<file path="config.mk">
export PLATFORM = sky130hd
export DESIGN_NAME = best_fit_hole_allocator
export DESIGN_NICKNAME = d
export VERILOG_FILES = /design/src/design/bfha_pkg.sv /design/src/design/best_fit_hole_allocator.sv /design/src/design/bfha_mem.sv /design/src/design/bfha_scan.sv
export SDC_FILE = /design/constraint.sdc
export NUM_CORES = 2
export LEC_CHECK = 0
export ABC_CLOCK_PERIOD_IN_PS = 14000
export BUFFER_PORTS_ARGS = -buffer_cell sky130_fd_sc_hd__buf_4
export CAP_MARGIN = 10
export CORE_MARGIN = 2
export CORE_UTILIZATION = 51
export CTS_CLUSTER_DIAMETER = 80
export DETAILED_ROUTE_END_ITERATION = 6
export MAX_ROUTING_LAYER = met4
export PLACE_DENSITY = 0.67
export SETUP_SLACK_MARGIN = 0.15
export SYNTH_ARGS = -nofsm -noshare
export SYNTH_HDL_FRONTEND = slang
export SYNTH_SLANG_ARGS = --single-unit
</file>
<file path="constraint.sdc">
create_clock -name clk_i -period 14 [get_ports clk_i]
set_clock_uncertainty 0.2 [all_clocks]
set_input_delay 4.2 -clock clk_i [delete_from_list [all_inputs] [get_ports clk_i]]
set_output_delay 4.2 -clock clk_i [all_outputs]
set_load 0.01 [all_outputs]
</file>
<file path="src/design/bfha_pkg.sv">
`timescale 1ns / 1ps
`default_nettype none

package bfha_pkg;

  localparam int unsigned ADDR_W = 32;

  localparam logic [ADDR_W-1:0] HDR_BYTES    = 32'd4;
  localparam logic [ADDR_W-1:0] FIRST_OFFSET = 32'd1048576;
  localparam logic [ADDR_W-1:0] ADDR_MAX     = 32'hFFFF_FFFF;

  localparam logic [1:0] MODE_ADD   = 2'd0;
  localparam logic [1:0] MODE_ALLOC = 2'd1;
  localparam logic [1:0] MODE_FREE  = 2'd2;

  localparam logic [1:0] STS_OK    = 2'd0;
  localparam logic [1:0] STS_ZERO  = 2'd1;
  localparam logic [1:0] STS_NOMEM = 2'd2;
  localparam logic [1:0] STS_FULL  = 2'd3;

  localparam logic [7:0] TYPE_RAM = 8'd1;

  typedef enum logic [1:0] {
    ST_IDLE,
    ST_SCAN,
    ST_COMMIT
  } state_e;

  typedef struct packed {
    logic [ADDR_W-1:0] base_addr;
    logic [ADDR_W-1:0] end_addr;
  } hole_t;

  typedef struct packed {
    logic free_found;
    logic best_found;
    logic best_exact;
    logic lo_found;
    logic hi_found;
  } scan_flags_t;

  function automatic logic [ADDR_W-1:0] sat33(input logic [ADDR_W:0] v);
    sat33 = v[ADDR_W] ? ADDR_MAX : v[ADDR_W-1:0];
  endfunction

endpackage

`default_nettype wire

</file>
<file path="src/design/best_fit_hole_allocator.sv">
// channel   direction  handshake                  payload
// in        input      in_valid_i / in_ready_o    mode_i, address_i, amount_i, region_type_i
// out       output     out_valid_o / out_ready_i  result_address_o, status_o
// cfg       input      cfg_we_i                   cfg_wdata_i (kernel_end)
//
// the hole memory is read one entry per cycle while scanning, then the commit state
// writes back the hole and registers the result.
// a result waiting on out_ready_i holds the commit cycle, so the next item waits too.
// reset clears the valid bits and the first-region flag at once; no clearing pass.
`timescale 1ns / 1ps
`default_nettype none

module best_fit_hole_allocator #(
  parameter int unsigned NUM_HOLES = 16
) (
  input  wire logic        clk_i,
  input  wire logic        rst_ni,
  input  wire logic        cfg_we_i,
  input  wire logic [31:0] cfg_wdata_i,
  input  wire logic        in_valid_i,
  output logic             in_ready_o,
  input  wire logic [1:0]  mode_i,
  input  wire logic [31:0] address_i,
  input  wire logic [31:0] amount_i,
  input  wire logic [7:0]  region_type_i,
  output logic             out_valid_o,
  input  wire logic        out_ready_i,
  output logic [31:0]      result_address_o,
  output logic [1:0]       status_o
);

  localparam int unsigned IW = $clog2(NUM_HOLES);
  localparam int unsigned CW = IW + 1;
  localparam int unsigned AW = bfha_pkg::ADDR_W;

  bfha_pkg::state_e state_q, state_d;

  logic [CW-1:0] cnt_q, cnt_d;
  logic          rd_pend_q;
  logic [IW-1:0] rd_idx_q;

  logic [1:0]    mode_q;
  logic [AW-1:0] addr_q, amount_q, hdr_q, fbase_q, kernel_end_q;
  logic [7:0]    type_q;
  logic [AW:0]   need_q, rend_q, blk_end_q, fstart_q;

  logic [NUM_HOLES-1:0] valid_q, valid_d;
  logic                 first_taken_q, first_taken_d;

  logic          res_valid_q;
  logic [AW-1:0] res_addr_q, res_addr_d;
  logic [1:0]    res_sts_q, res_sts_d;

  logic in_fire, mem_re, scan_done, commit_fire;

  bfha_pkg::hole_t       rd_hole, wr_hole;
  bfha_pkg::scan_flags_t flags;
  bfha_pkg::hole_t       best_hole, lo_hole, hi_hole;
  logic [IW-1:0]         free_idx, best_idx, lo_idx, hi_idx;

  logic          wr_en, set_en, clr_en;
  logic [IW-1:0] wr_idx, set_idx, clr_idx;
  logic [AW-1:0] add_start, add_end, new_start, blk_sat_end;

  assign in_fire   = in_valid_i && in_ready_o;
  assign scan_done = (cnt_q == CW'(NUM_HOLES));

  // next state
  always_comb begin
    state_d = state_q;
    case (state_q)
      bfha_pkg::ST_IDLE: begin
        if (in_fire) begin
          state_d = bfha_pkg::ST_SCAN;
        end
      end
      bfha_pkg::ST_SCAN: begin
        if (scan_done) begin
          state_d = bfha_pkg::ST_COMMIT;
        end
      end
      bfha_pkg::ST_COMMIT: begin
        if (commit_fire) begin
          state_d = bfha_pkg::ST_IDLE;
        end
      end
      default: state_d = bfha_pkg::ST_IDLE;
    endcase
  end

  // state outputs
  always_comb begin
    in_ready_o  = 1'b0;
    mem_re      = 1'b0;
    commit_fire = 1'b0;
    case (state_q)
      bfha_pkg::ST_IDLE:   in_ready_o  = 1'b1;
      bfha_pkg::ST_SCAN:   mem_re      = (cnt_q < CW'(NUM_HOLES));
      bfha_pkg::ST_COMMIT: commit_fire = !res_valid_q || out_ready_i;
      default: ;
    endcase
  end

  always_comb begin
    cnt_d = cnt_q;
    if (in_fire) begin
      cnt_d = '0;
    end else if (state_q == bfha_pkg::ST_SCAN) begin
      cnt_d = cnt_q + CW'(1);
    end
  end

  always_ff @(posedge clk_i or negedge rst_ni) begin
    if (!rst_ni) begin
      state_q       <= bfha_pkg::ST_IDLE;
      cnt_q         <= '0;
      rd_pend_q     <= 1'b0;
      valid_q       <= '0;
      first_taken_q <= 1'b0;
      kernel_end_q  <= '0;
      res_valid_q   <= 1'b0;
    end else begin
      state_q       <= state_d;
      cnt_q         <= cnt_d;
      rd_pend_q     <= mem_re;
      valid_q       <= valid_d;
      first_taken_q <= first_taken_d;
      if (cfg_we_i) begin
        kernel_end_q <= cfg_wdata_i;
      end
      if (commit_fire) begin
        res_valid_q <= 1'b1;
      end else if (out_ready_i) begin
        res_valid_q <= 1'b0;
      end
    end
  end

  always_ff @(posedge clk_i) begin
    rd_idx_q <= cnt_q[IW-1:0];
    if (in_fire) begin
      mode_q   <= mode_i;
      addr_q   <= address_i;
      amount_q <= amount_i;
      type_q   <= region_type_i;
      hdr_q    <= address_i - bfha_pkg::HDR_BYTES;
      need_q   <= {1'b0, amount_i} + {1'b0, bfha_pkg::HDR_BYTES};
      rend_q   <= {1'b0, address_i} + {1'b0, amount_i};
      fbase_q  <= (address_i > kernel_end_q) ? address_i : kernel_end_q;
    end
    if (state_q == bfha_pkg::ST_SCAN && cnt_q == '0) begin
      blk_end_q <= {1'b0, hdr_q} + {1'b0, amount_q};
      fstart_q  <= {1'b0, fbase_q} + {1'b0, bfha_pkg::FIRST_OFFSET};
    end
    if (commit_fire) begin
      res_addr_q <= res_addr_d;
      res_sts_q  <= res_sts_d;
    end
  end

  bfha_mem #(
    .DEPTH (NUM_HOLES),
    .AW    (IW)
  ) u_mem (
    .clk_i   (clk_i),
    .we_i    (wr_en),
    .waddr_i (wr_idx),
    .wdata_i (wr_hole),
    .re_i    (mem_re),
    .raddr_i (cnt_q[IW-1:0]),
    .rdata_o (rd_hole)
  );

  bfha_scan #(
    .IW (IW)
  ) u_scan (
    .clk_i        (clk_i),
    .rst_ni       (rst_ni),
    .clear_i      (in_fire),
    .vld_i        (rd_pend_q),
    .idx_i        (rd_idx_q),
    .hole_valid_i (valid_q[rd_idx_q]),
    .hole_i       (rd_hole),
    .need_i       (need_q[AW-1:0]),
    .hdr_i        (hdr_q),
    .blk_end_i    (blk_end_q),
    .flags_o      (flags),
    .free_idx_o   (free_idx),
    .best_idx_o   (best_idx),
    .best_hole_o  (best_hole),
    .lo_idx_o     (lo_idx),
    .lo_hole_o    (lo_hole),
    .hi_idx_o     (hi_idx),
    .hi_hole_o    (hi_hole)
  );

  assign add_end     = bfha_pkg::sat33(rend_q);
  assign add_start   = first_taken_q ? addr_q : bfha_pkg::sat33(fstart_q);
  assign new_start   = best_hole.base_addr + need_q[AW-1:0];
  assign blk_sat_end = bfha_pkg::sat33(blk_end_q);

  // commit decision
  always_comb begin
    wr_en         = 1'b0;
    wr_idx        = free_idx;
    wr_hole       = '0;
    set_en        = 1'b0;
    set_idx       = free_idx;
    clr_en        = 1'b0;
    clr_idx       = best_idx;
    first_taken_d = first_taken_q;
    res_addr_d    = '0;
    res_sts_d     = bfha_pkg::STS_OK;
    case (mode_q)
      bfha_pkg::MODE_ADD: begin
        if (type_q == bfha_pkg::TYPE_RAM) begin
          if (!flags.free_found) begin
            res_sts_d = bfha_pkg::STS_FULL;
          end else begin
            first_taken_d = 1'b1;
            if (add_start < add_end) begin
              wr_en   = 1'b1;
              wr_hole = '{base_addr: add_start, end_addr: add_end};
              set_en  = 1'b1;
            end
          end
        end
      end
      bfha_pkg::MODE_ALLOC: begin
        if (amount_q == '0) begin
          res_sts_d = bfha_pkg::STS_ZERO;
        end else if (need_q[AW] || !flags.best_found) begin
          res_sts_d = bfha_pkg::STS_NOMEM;
        end else begin
          res_addr_d = best_hole.base_addr + bfha_pkg::HDR_BYTES;
          wr_en      = 1'b1;
          wr_idx     = best_idx;
          wr_hole    = '{base_addr: new_start, end_addr: best_hole.end_addr};
          clr_en     = (new_start >= best_hole.end_addr);
          clr_idx    = best_idx;
        end
      end
      bfha_pkg::MODE_FREE: begin
        if (addr_q != '0) begin
          if (flags.lo_found && flags.hi_found) begin
            wr_en   = 1'b1;
            wr_idx  = lo_idx;
            wr_hole = '{base_addr: lo_hole.base_addr, end_addr: hi_hole.end_addr};
            clr_en  = 1'b1;
            clr_idx = hi_idx;
          end else if (flags.hi_found) begin
            wr_en   = 1'b1;
            wr_idx  = hi_idx;
            wr_hole = '{base_addr: hdr_q, end_addr: hi_hole.end_addr};
          end else if (flags.lo_found) begin
            wr_en   = 1'b1;
            wr_idx  = lo_idx;
            wr_hole = '{base_addr: lo_hole.base_addr, end_addr: blk_sat_end};
          end else if (amount_q != '0) begin
            if (!flags.free_found) begin
              res_sts_d = bfha_pkg::STS_FULL;
            end else begin
              wr_en   = 1'b1;
              wr_hole = '{base_addr: hdr_q, end_addr: blk_sat_end};
              set_en  = 1'b1;
            end
          end
        end
      end
      default: ;
    endcase
    if (!commit_fire) begin
      wr_en         = 1'b0;
      set_en        = 1'b0;
      clr_en        = 1'b0;
      first_taken_d = first_taken_q;
    end
  end

  always_comb begin
    valid_d = valid_q;
    if (set_en) begin
      valid_d[set_idx] = 1'b1;
    end
    if (clr_en) begin
      valid_d[clr_idx] = 1'b0;
    end
  end

  assign out_valid_o      = res_valid_q;
  assign result_address_o = res_addr_q;
  assign status_o         = res_sts_q;

endmodule

`default_nettype wire

</file>
<file path="src/design/bfha_mem.sv">
`timescale 1ns / 1ps
`default_nettype none

module bfha_mem #(
  parameter int unsigned DEPTH = 16,
  parameter int unsigned AW    = 4
) (
  input  wire logic           clk_i,
  input  wire logic           we_i,
  input  wire logic [AW-1:0]  waddr_i,
  input  wire bfha_pkg::hole_t wdata_i,
  input  wire logic           re_i,
  input  wire logic [AW-1:0]  raddr_i,
  output bfha_pkg::hole_t     rdata_o
);

  bfha_pkg::hole_t mem_q [DEPTH];
  bfha_pkg::hole_t rdata_q;

  always_ff @(posedge clk_i) begin
    if (we_i) begin
      mem_q[waddr_i] <= wdata_i;
    end
  end

  always_ff @(posedge clk_i) begin
    if (re_i) begin
      rdata_q <= mem_q[raddr_i];
    end
  end

  assign rdata_o = rdata_q;

endmodule

`default_nettype wire

</file>
<file path="src/design/bfha_scan.sv">
`timescale 1ns / 1ps
`default_nettype none

module bfha_scan #(
  parameter int unsigned IW = 4
) (
  input  wire logic                        clk_i,
  input  wire logic                        rst_ni,
  input  wire logic                        clear_i,
  input  wire logic                        vld_i,
  input  wire logic [IW-1:0]               idx_i,
  input  wire logic                        hole_valid_i,
  input  wire bfha_pkg::hole_t             hole_i,
  input  wire logic [bfha_pkg::ADDR_W-1:0] need_i,
  input  wire logic [bfha_pkg::ADDR_W-1:0] hdr_i,
  input  wire logic [bfha_pkg::ADDR_W:0]   blk_end_i,
  output bfha_pkg::scan_flags_t            flags_o,
  output logic [IW-1:0]                    free_idx_o,
  output logic [IW-1:0]                    best_idx_o,
  output bfha_pkg::hole_t                  best_hole_o,
  output logic [IW-1:0]                    lo_idx_o,
  output bfha_pkg::hole_t                  lo_hole_o,
  output logic [IW-1:0]                    hi_idx_o,
  output bfha_pkg::hole_t                  hi_hole_o
);

  bfha_pkg::scan_flags_t flags_q, flags_d;
  logic [IW-1:0] free_idx_q, free_idx_d;
  logic [IW-1:0] best_idx_q, best_idx_d;
  logic [IW-1:0] lo_idx_q, lo_idx_d;
  logic [IW-1:0] hi_idx_q, hi_idx_d;
  bfha_pkg::hole_t best_hole_q, best_hole_d;
  bfha_pkg::hole_t lo_hole_q, lo_hole_d;
  bfha_pkg::hole_t hi_hole_q, hi_hole_d;
  logic [bfha_pkg::ADDR_W-1:0] len;
  logic [bfha_pkg::ADDR_W-1:0] best_len;

  assign len      = hole_i.end_addr - hole_i.base_addr;
  assign best_len = best_hole_q.end_addr - best_hole_q.base_addr;

  always_comb begin
    flags_d     = flags_q;
    free_idx_d  = free_idx_q;
    best_idx_d  = best_idx_q;
    best_hole_d = best_hole_q;
    lo_idx_d    = lo_idx_q;
    lo_hole_d   = lo_hole_q;
    hi_idx_d    = hi_idx_q;
    hi_hole_d   = hi_hole_q;
    if (clear_i) begin
      flags_d = '0;
    end else if (vld_i) begin
      if (!hole_valid_i) begin
        if (!flags_q.free_found) begin
          flags_d.free_found = 1'b1;
          free_idx_d         = idx_i;
        end
      end else begin
        // exact fit wins and freezes the search
        if (!flags_q.best_exact) begin
          if (len == need_i) begin
            flags_d.best_found = 1'b1;
            flags_d.best_exact = 1'b1;
            best_idx_d         = idx_i;
            best_hole_d        = hole_i;
          end else if (len > need_i && (!flags_q.best_found || len < best_len)) begin
            flags_d.best_found = 1'b1;
            best_idx_d         = idx_i;
            best_hole_d        = hole_i;
          end
        end
        if (!flags_q.lo_found && hole_i.end_addr == hdr_i) begin
          flags_d.lo_found = 1'b1;
          lo_idx_d         = idx_i;
          lo_hole_d        = hole_i;
        end
        if (!flags_q.hi_found && {1'b0, hole_i.base_addr} == blk_end_i) begin
          flags_d.hi_found = 1'b1;
          hi_idx_d         = idx_i;
          hi_hole_d        = hole_i;
        end
      end
    end
  end

  always_ff @(posedge clk_i or negedge rst_ni) begin
    if (!rst_ni) begin
      flags_q <= '0;
    end else begin
      flags_q <= flags_d;
    end
  end

  always_ff @(posedge clk_i) begin
    free_idx_q  <= free_idx_d;
    best_idx_q  <= best_idx_d;
    best_hole_q <= best_hole_d;
    lo_idx_q    <= lo_idx_d;
    lo_hole_q   <= lo_hole_d;
    hi_idx_q    <= hi_idx_d;
    hi_hole_q   <= hi_hole_d;
  end

  assign flags_o     = flags_q;
  assign free_idx_o  = free_idx_q;
  assign best_idx_o  = best_idx_q;
  assign best_hole_o = best_hole_q;
  assign lo_idx_o    = lo_idx_q;
  assign lo_hole_o   = lo_hole_q;
  assign hi_idx_o    = hi_idx_q;
  assign hi_hole_o   = hi_hole_q;

endmodule

`default_nettype wire

</file>
==> metrics <==
status=finished, final reports clean; initial core utilization=51.5%; CTS Hold Buffers Added=0; worst min path class=reg -> reg; Final Hold Viols=0; Max Cap Viol=0; die footprint=148000 um^2; vias in the first global route=43400; Cells after Synth=4838; Std-Cell Core Area=144000 um^2; CP arrival=7.24 ns; Post-synth EDFFs=1532; endpoints failing setup=0; GR Layer Usage met1=39.9%; Setup crit start kind=flip-flop; fillers=11100; total negative setup slack=0 ns; Area contributors post-synth=edfxtp_1, mux4_2, ha_1, dfrtp_1, xnor2_1; Port Buffers=146; Root Driver=clkbuf_16; CTS Buffer Depth=3; slowest cell on the critical path=o22ai_4; Tmin final=7.03 ns; first-pass GRT wire length=308000 um; met3 usage=5.36%; PD cells=193 nW/um^2; Fmax=142 MHz; final count of pins violating max slew=0; worst slew pin tran=1.29 ns; synth warn=0; CTS Buf Count=169; CTS HTree Levels=4; mean cell area of the mapped netlist=15.3 um^2; cell mode on critical path=ha_1; Remaining DRCs=0; GRT met2 Usage=45.4%; Power Total=16.1 mW; Synth Net Count=5279; initial detailed-routing violation count=5180; most common cell after layout, fill and taps aside=edfxtp_1; Skew-Pair Late Insertion Delay=0.82 ns; Final nets=5530; Resized cells post-CTS=0; vias per cell=6.22; TritonRoute pass-1 iters=7; Routed WL per cell=30.2 um; Seq/Total Area, Yosys=64.4%; Crit path buffers/inverters=2; CTS tree=yes; share of the synthesized area in the top cell type=62.1%; Required @ worst endpoint=14.22 ns; initial antenna violation count=19; GRT overflow=0; Worst setup EP type=flip-flop; WL final=216000 um; pin count of the biggest net entering global routing=86; CTS sink cnt=1599; Die X=385 um; distinct cell type count after synthesis=98; worst hold slack=0.200 ns; async set-or-reset flop fraction in the synthesized netlist=3.94%; Die Y=385 um; path type of the worst setup path=reg -> reg; Row Count=139; DP HPWL=153000 um; Sequential Area=47700 um^2; period utilization=50.2%; Largest stage delay, worst path=0.71 ns; Total GRT Usage=30.3%; largest area contributor in the netlist=edfxtp_1; Worst IR Drop VDD=164 uV; GR peak layer=met2; share of cells above drive strength 1=17.8%; CP Cell Sequence=inv_1 > ha_1 > o21a_1 > o31a_1 > o21ai_1 > a211o_1 > o211a_1 > a211oi_1 > o41ai_1 > mux2i_1 > o311ai_1 > ha_1 > nand4_1 > or2_2 > nor4_1 > o211ai_1 > o22ai_1 > o31ai_1 > o22ai_4 > buf_4; GP Congestion=1.02; Leak=29.3 nW; R2R Setup Slk=6.97 ns; Cell Area, Synth=74000 um^2; unrepaired setup endpoints after global routing=no; io pins=147; slew margin rel.=13.0%; commonest non-fill, non-tap cells in the layout=edfxtp_1, mux4_2, ha_1; Most used DFF post-synth=edfxtp_1; delay-heaviest family, CP=compound AO/OA/AOI/OAI gates; Area Growth Syn to Fin=12.8%; Multi-input gate area=25100 um^2; Seq cells post-synth=1599; Worst-path clk slew=0.06 ns; crit-path max FO=47; Antenna Nets Post-Route=0; Setup Buffers After CTS=0; vias=44500
power breakdown:
group	internal, mW	leakage (nW)	switching [mW]	total (mW)
sequential	5.88	14.8	0.604	6.48
combinational	2.11	11.8	3.02	5.13
clock	2.56	2.71	1.94	4.51
Yosys cell counts, drive strengths merged (11+ instances only):
master,instances
inv,234
a211oi,26
o21bai,17
nor2,274
nor2b,27
nor4,45
o21ai,257
nand2b,34
a21oi,289
mux2,34
nand2,251
nor3,61
clkbuf,116
ha,325
nand3,65
edfxtp,1532
dfrtp,63
o211ai,16
a221oi,27
xor2,118
or2,13
mux2i,37
a21o,119
and3,35
or3,13
xnor2,165
o21a,34
a31oi,13
mux4,325
buf,47
nand4,71
nor3b,11
and2,12
per-layer routing:
layer	vias to the layer above	routed length (um)
met4	0	12700
li1	19400	-
met5	-	0
met3	414	19200
met2	2126	99400
met1	22500	84400
stage by stage:
step / std cells / setup slack (ns) / utilization, % / area [um^2]
5_1_grt: 7142 / 6.51 / 58.0 / 83500
4_1_cts: 7134 / 7.08 / 58.0 / 83400
2_1_floorplan: 4838 / 5.08 / - / 74000
3_5_place_dp: 6820 / 6.27 / 54.1 / 77800
3_3_place_gp: 6820 / 6.41 / 54.1 / 77800
6_report: 7145 / 6.97 / 58.0 / 83500
cell type report:
class / instances / share of cell area (%)
repair buffers: 243 / 2.21
well taps: 1903 / 2.85
clock inverters: 105 / 1.42
clock buffers: 209 / 5.31
inverters: 234 / 1.06
multi-input cells: 2842 / 30.0
diodes: 10 / 0.0300
flip-flops and latches: 1599 / 57.1
registers in the layout, indices dropped and copies added (netlist names), 5 cells and up:
register	flops
u_scan.hi_hole_o	32
blk_end_q	33
u_scan.best_hole_o	64
fbase_q	32
type_q	8
u_mem.rdata_o	64
rend_q	33
u_scan.lo_hole_o	32
addr_q	32
need_q	31
amount_q	32
result_address_o	32
hdr_q	30
valid_q	16
kernel_end_q	32
cnt_q	5
fstart_q	33
u_mem.mem_q	1024
u_scan.flags_o	5
worst reg2reg max path: stages (launching register included):
cell,delay (ns)
edfxtp_1,0.65
inv_1,0.10
ha_1,0.36
o21a_1,0.14
o31a_1,0.21
o21ai_1,0.18
a211o_1,0.32
o211a_1,0.18
a211oi_1,0.54
o41ai_1,0.20
mux2i_1,0.18
o311ai_1,0.16
ha_1,0.33
nand4_1,0.09
or2_2,0.33
nor4_1,0.52
o211ai_1,0.19
o22ai_1,0.18
o31ai_1,0.13
o22ai_4,0.71
buf_4,0.68
kinds of logic (layout without fill, tap and decap cells):
kind of cell / count (synthesis) / after routing / share of synthesized area, %
XOR/XNOR: 283 / 283 / 3.35
flip-flops: 1599 / 1599 / 64.4
other: 0 / 10 / 0
buffers and inverters: 397 / 791 / 2.09
AO/OA/AOI/OAI: 888 / 888 / 7.46
adder cells (fa/ha/maj): 330 / 330 / 5.63
AND/OR/NAND/NOR: 945 / 945 / 6.18
multiplexers: 396 / 396 / 10.9
worst paths after layout:
check | start | endpoint | depth (start not counted)
setup / recovery | u_mem.rdata_o[35] | u_scan.best_hole_o[38] | 20
hold / removal | fbase_q[16] | fstart_q[16] | 0
setup reg to reg | u_mem.rdata_o[35] | u_scan.best_hole_o[38] | 20
hold reg to reg | fbase_q[16] | fstart_q[16] | 0
max in group asynchronous | rst_ni | cnt_q[2] | 2
min in group asynchronous | rst_ni | valid_q[7] | 1
(Power assumes the default switching activity.)
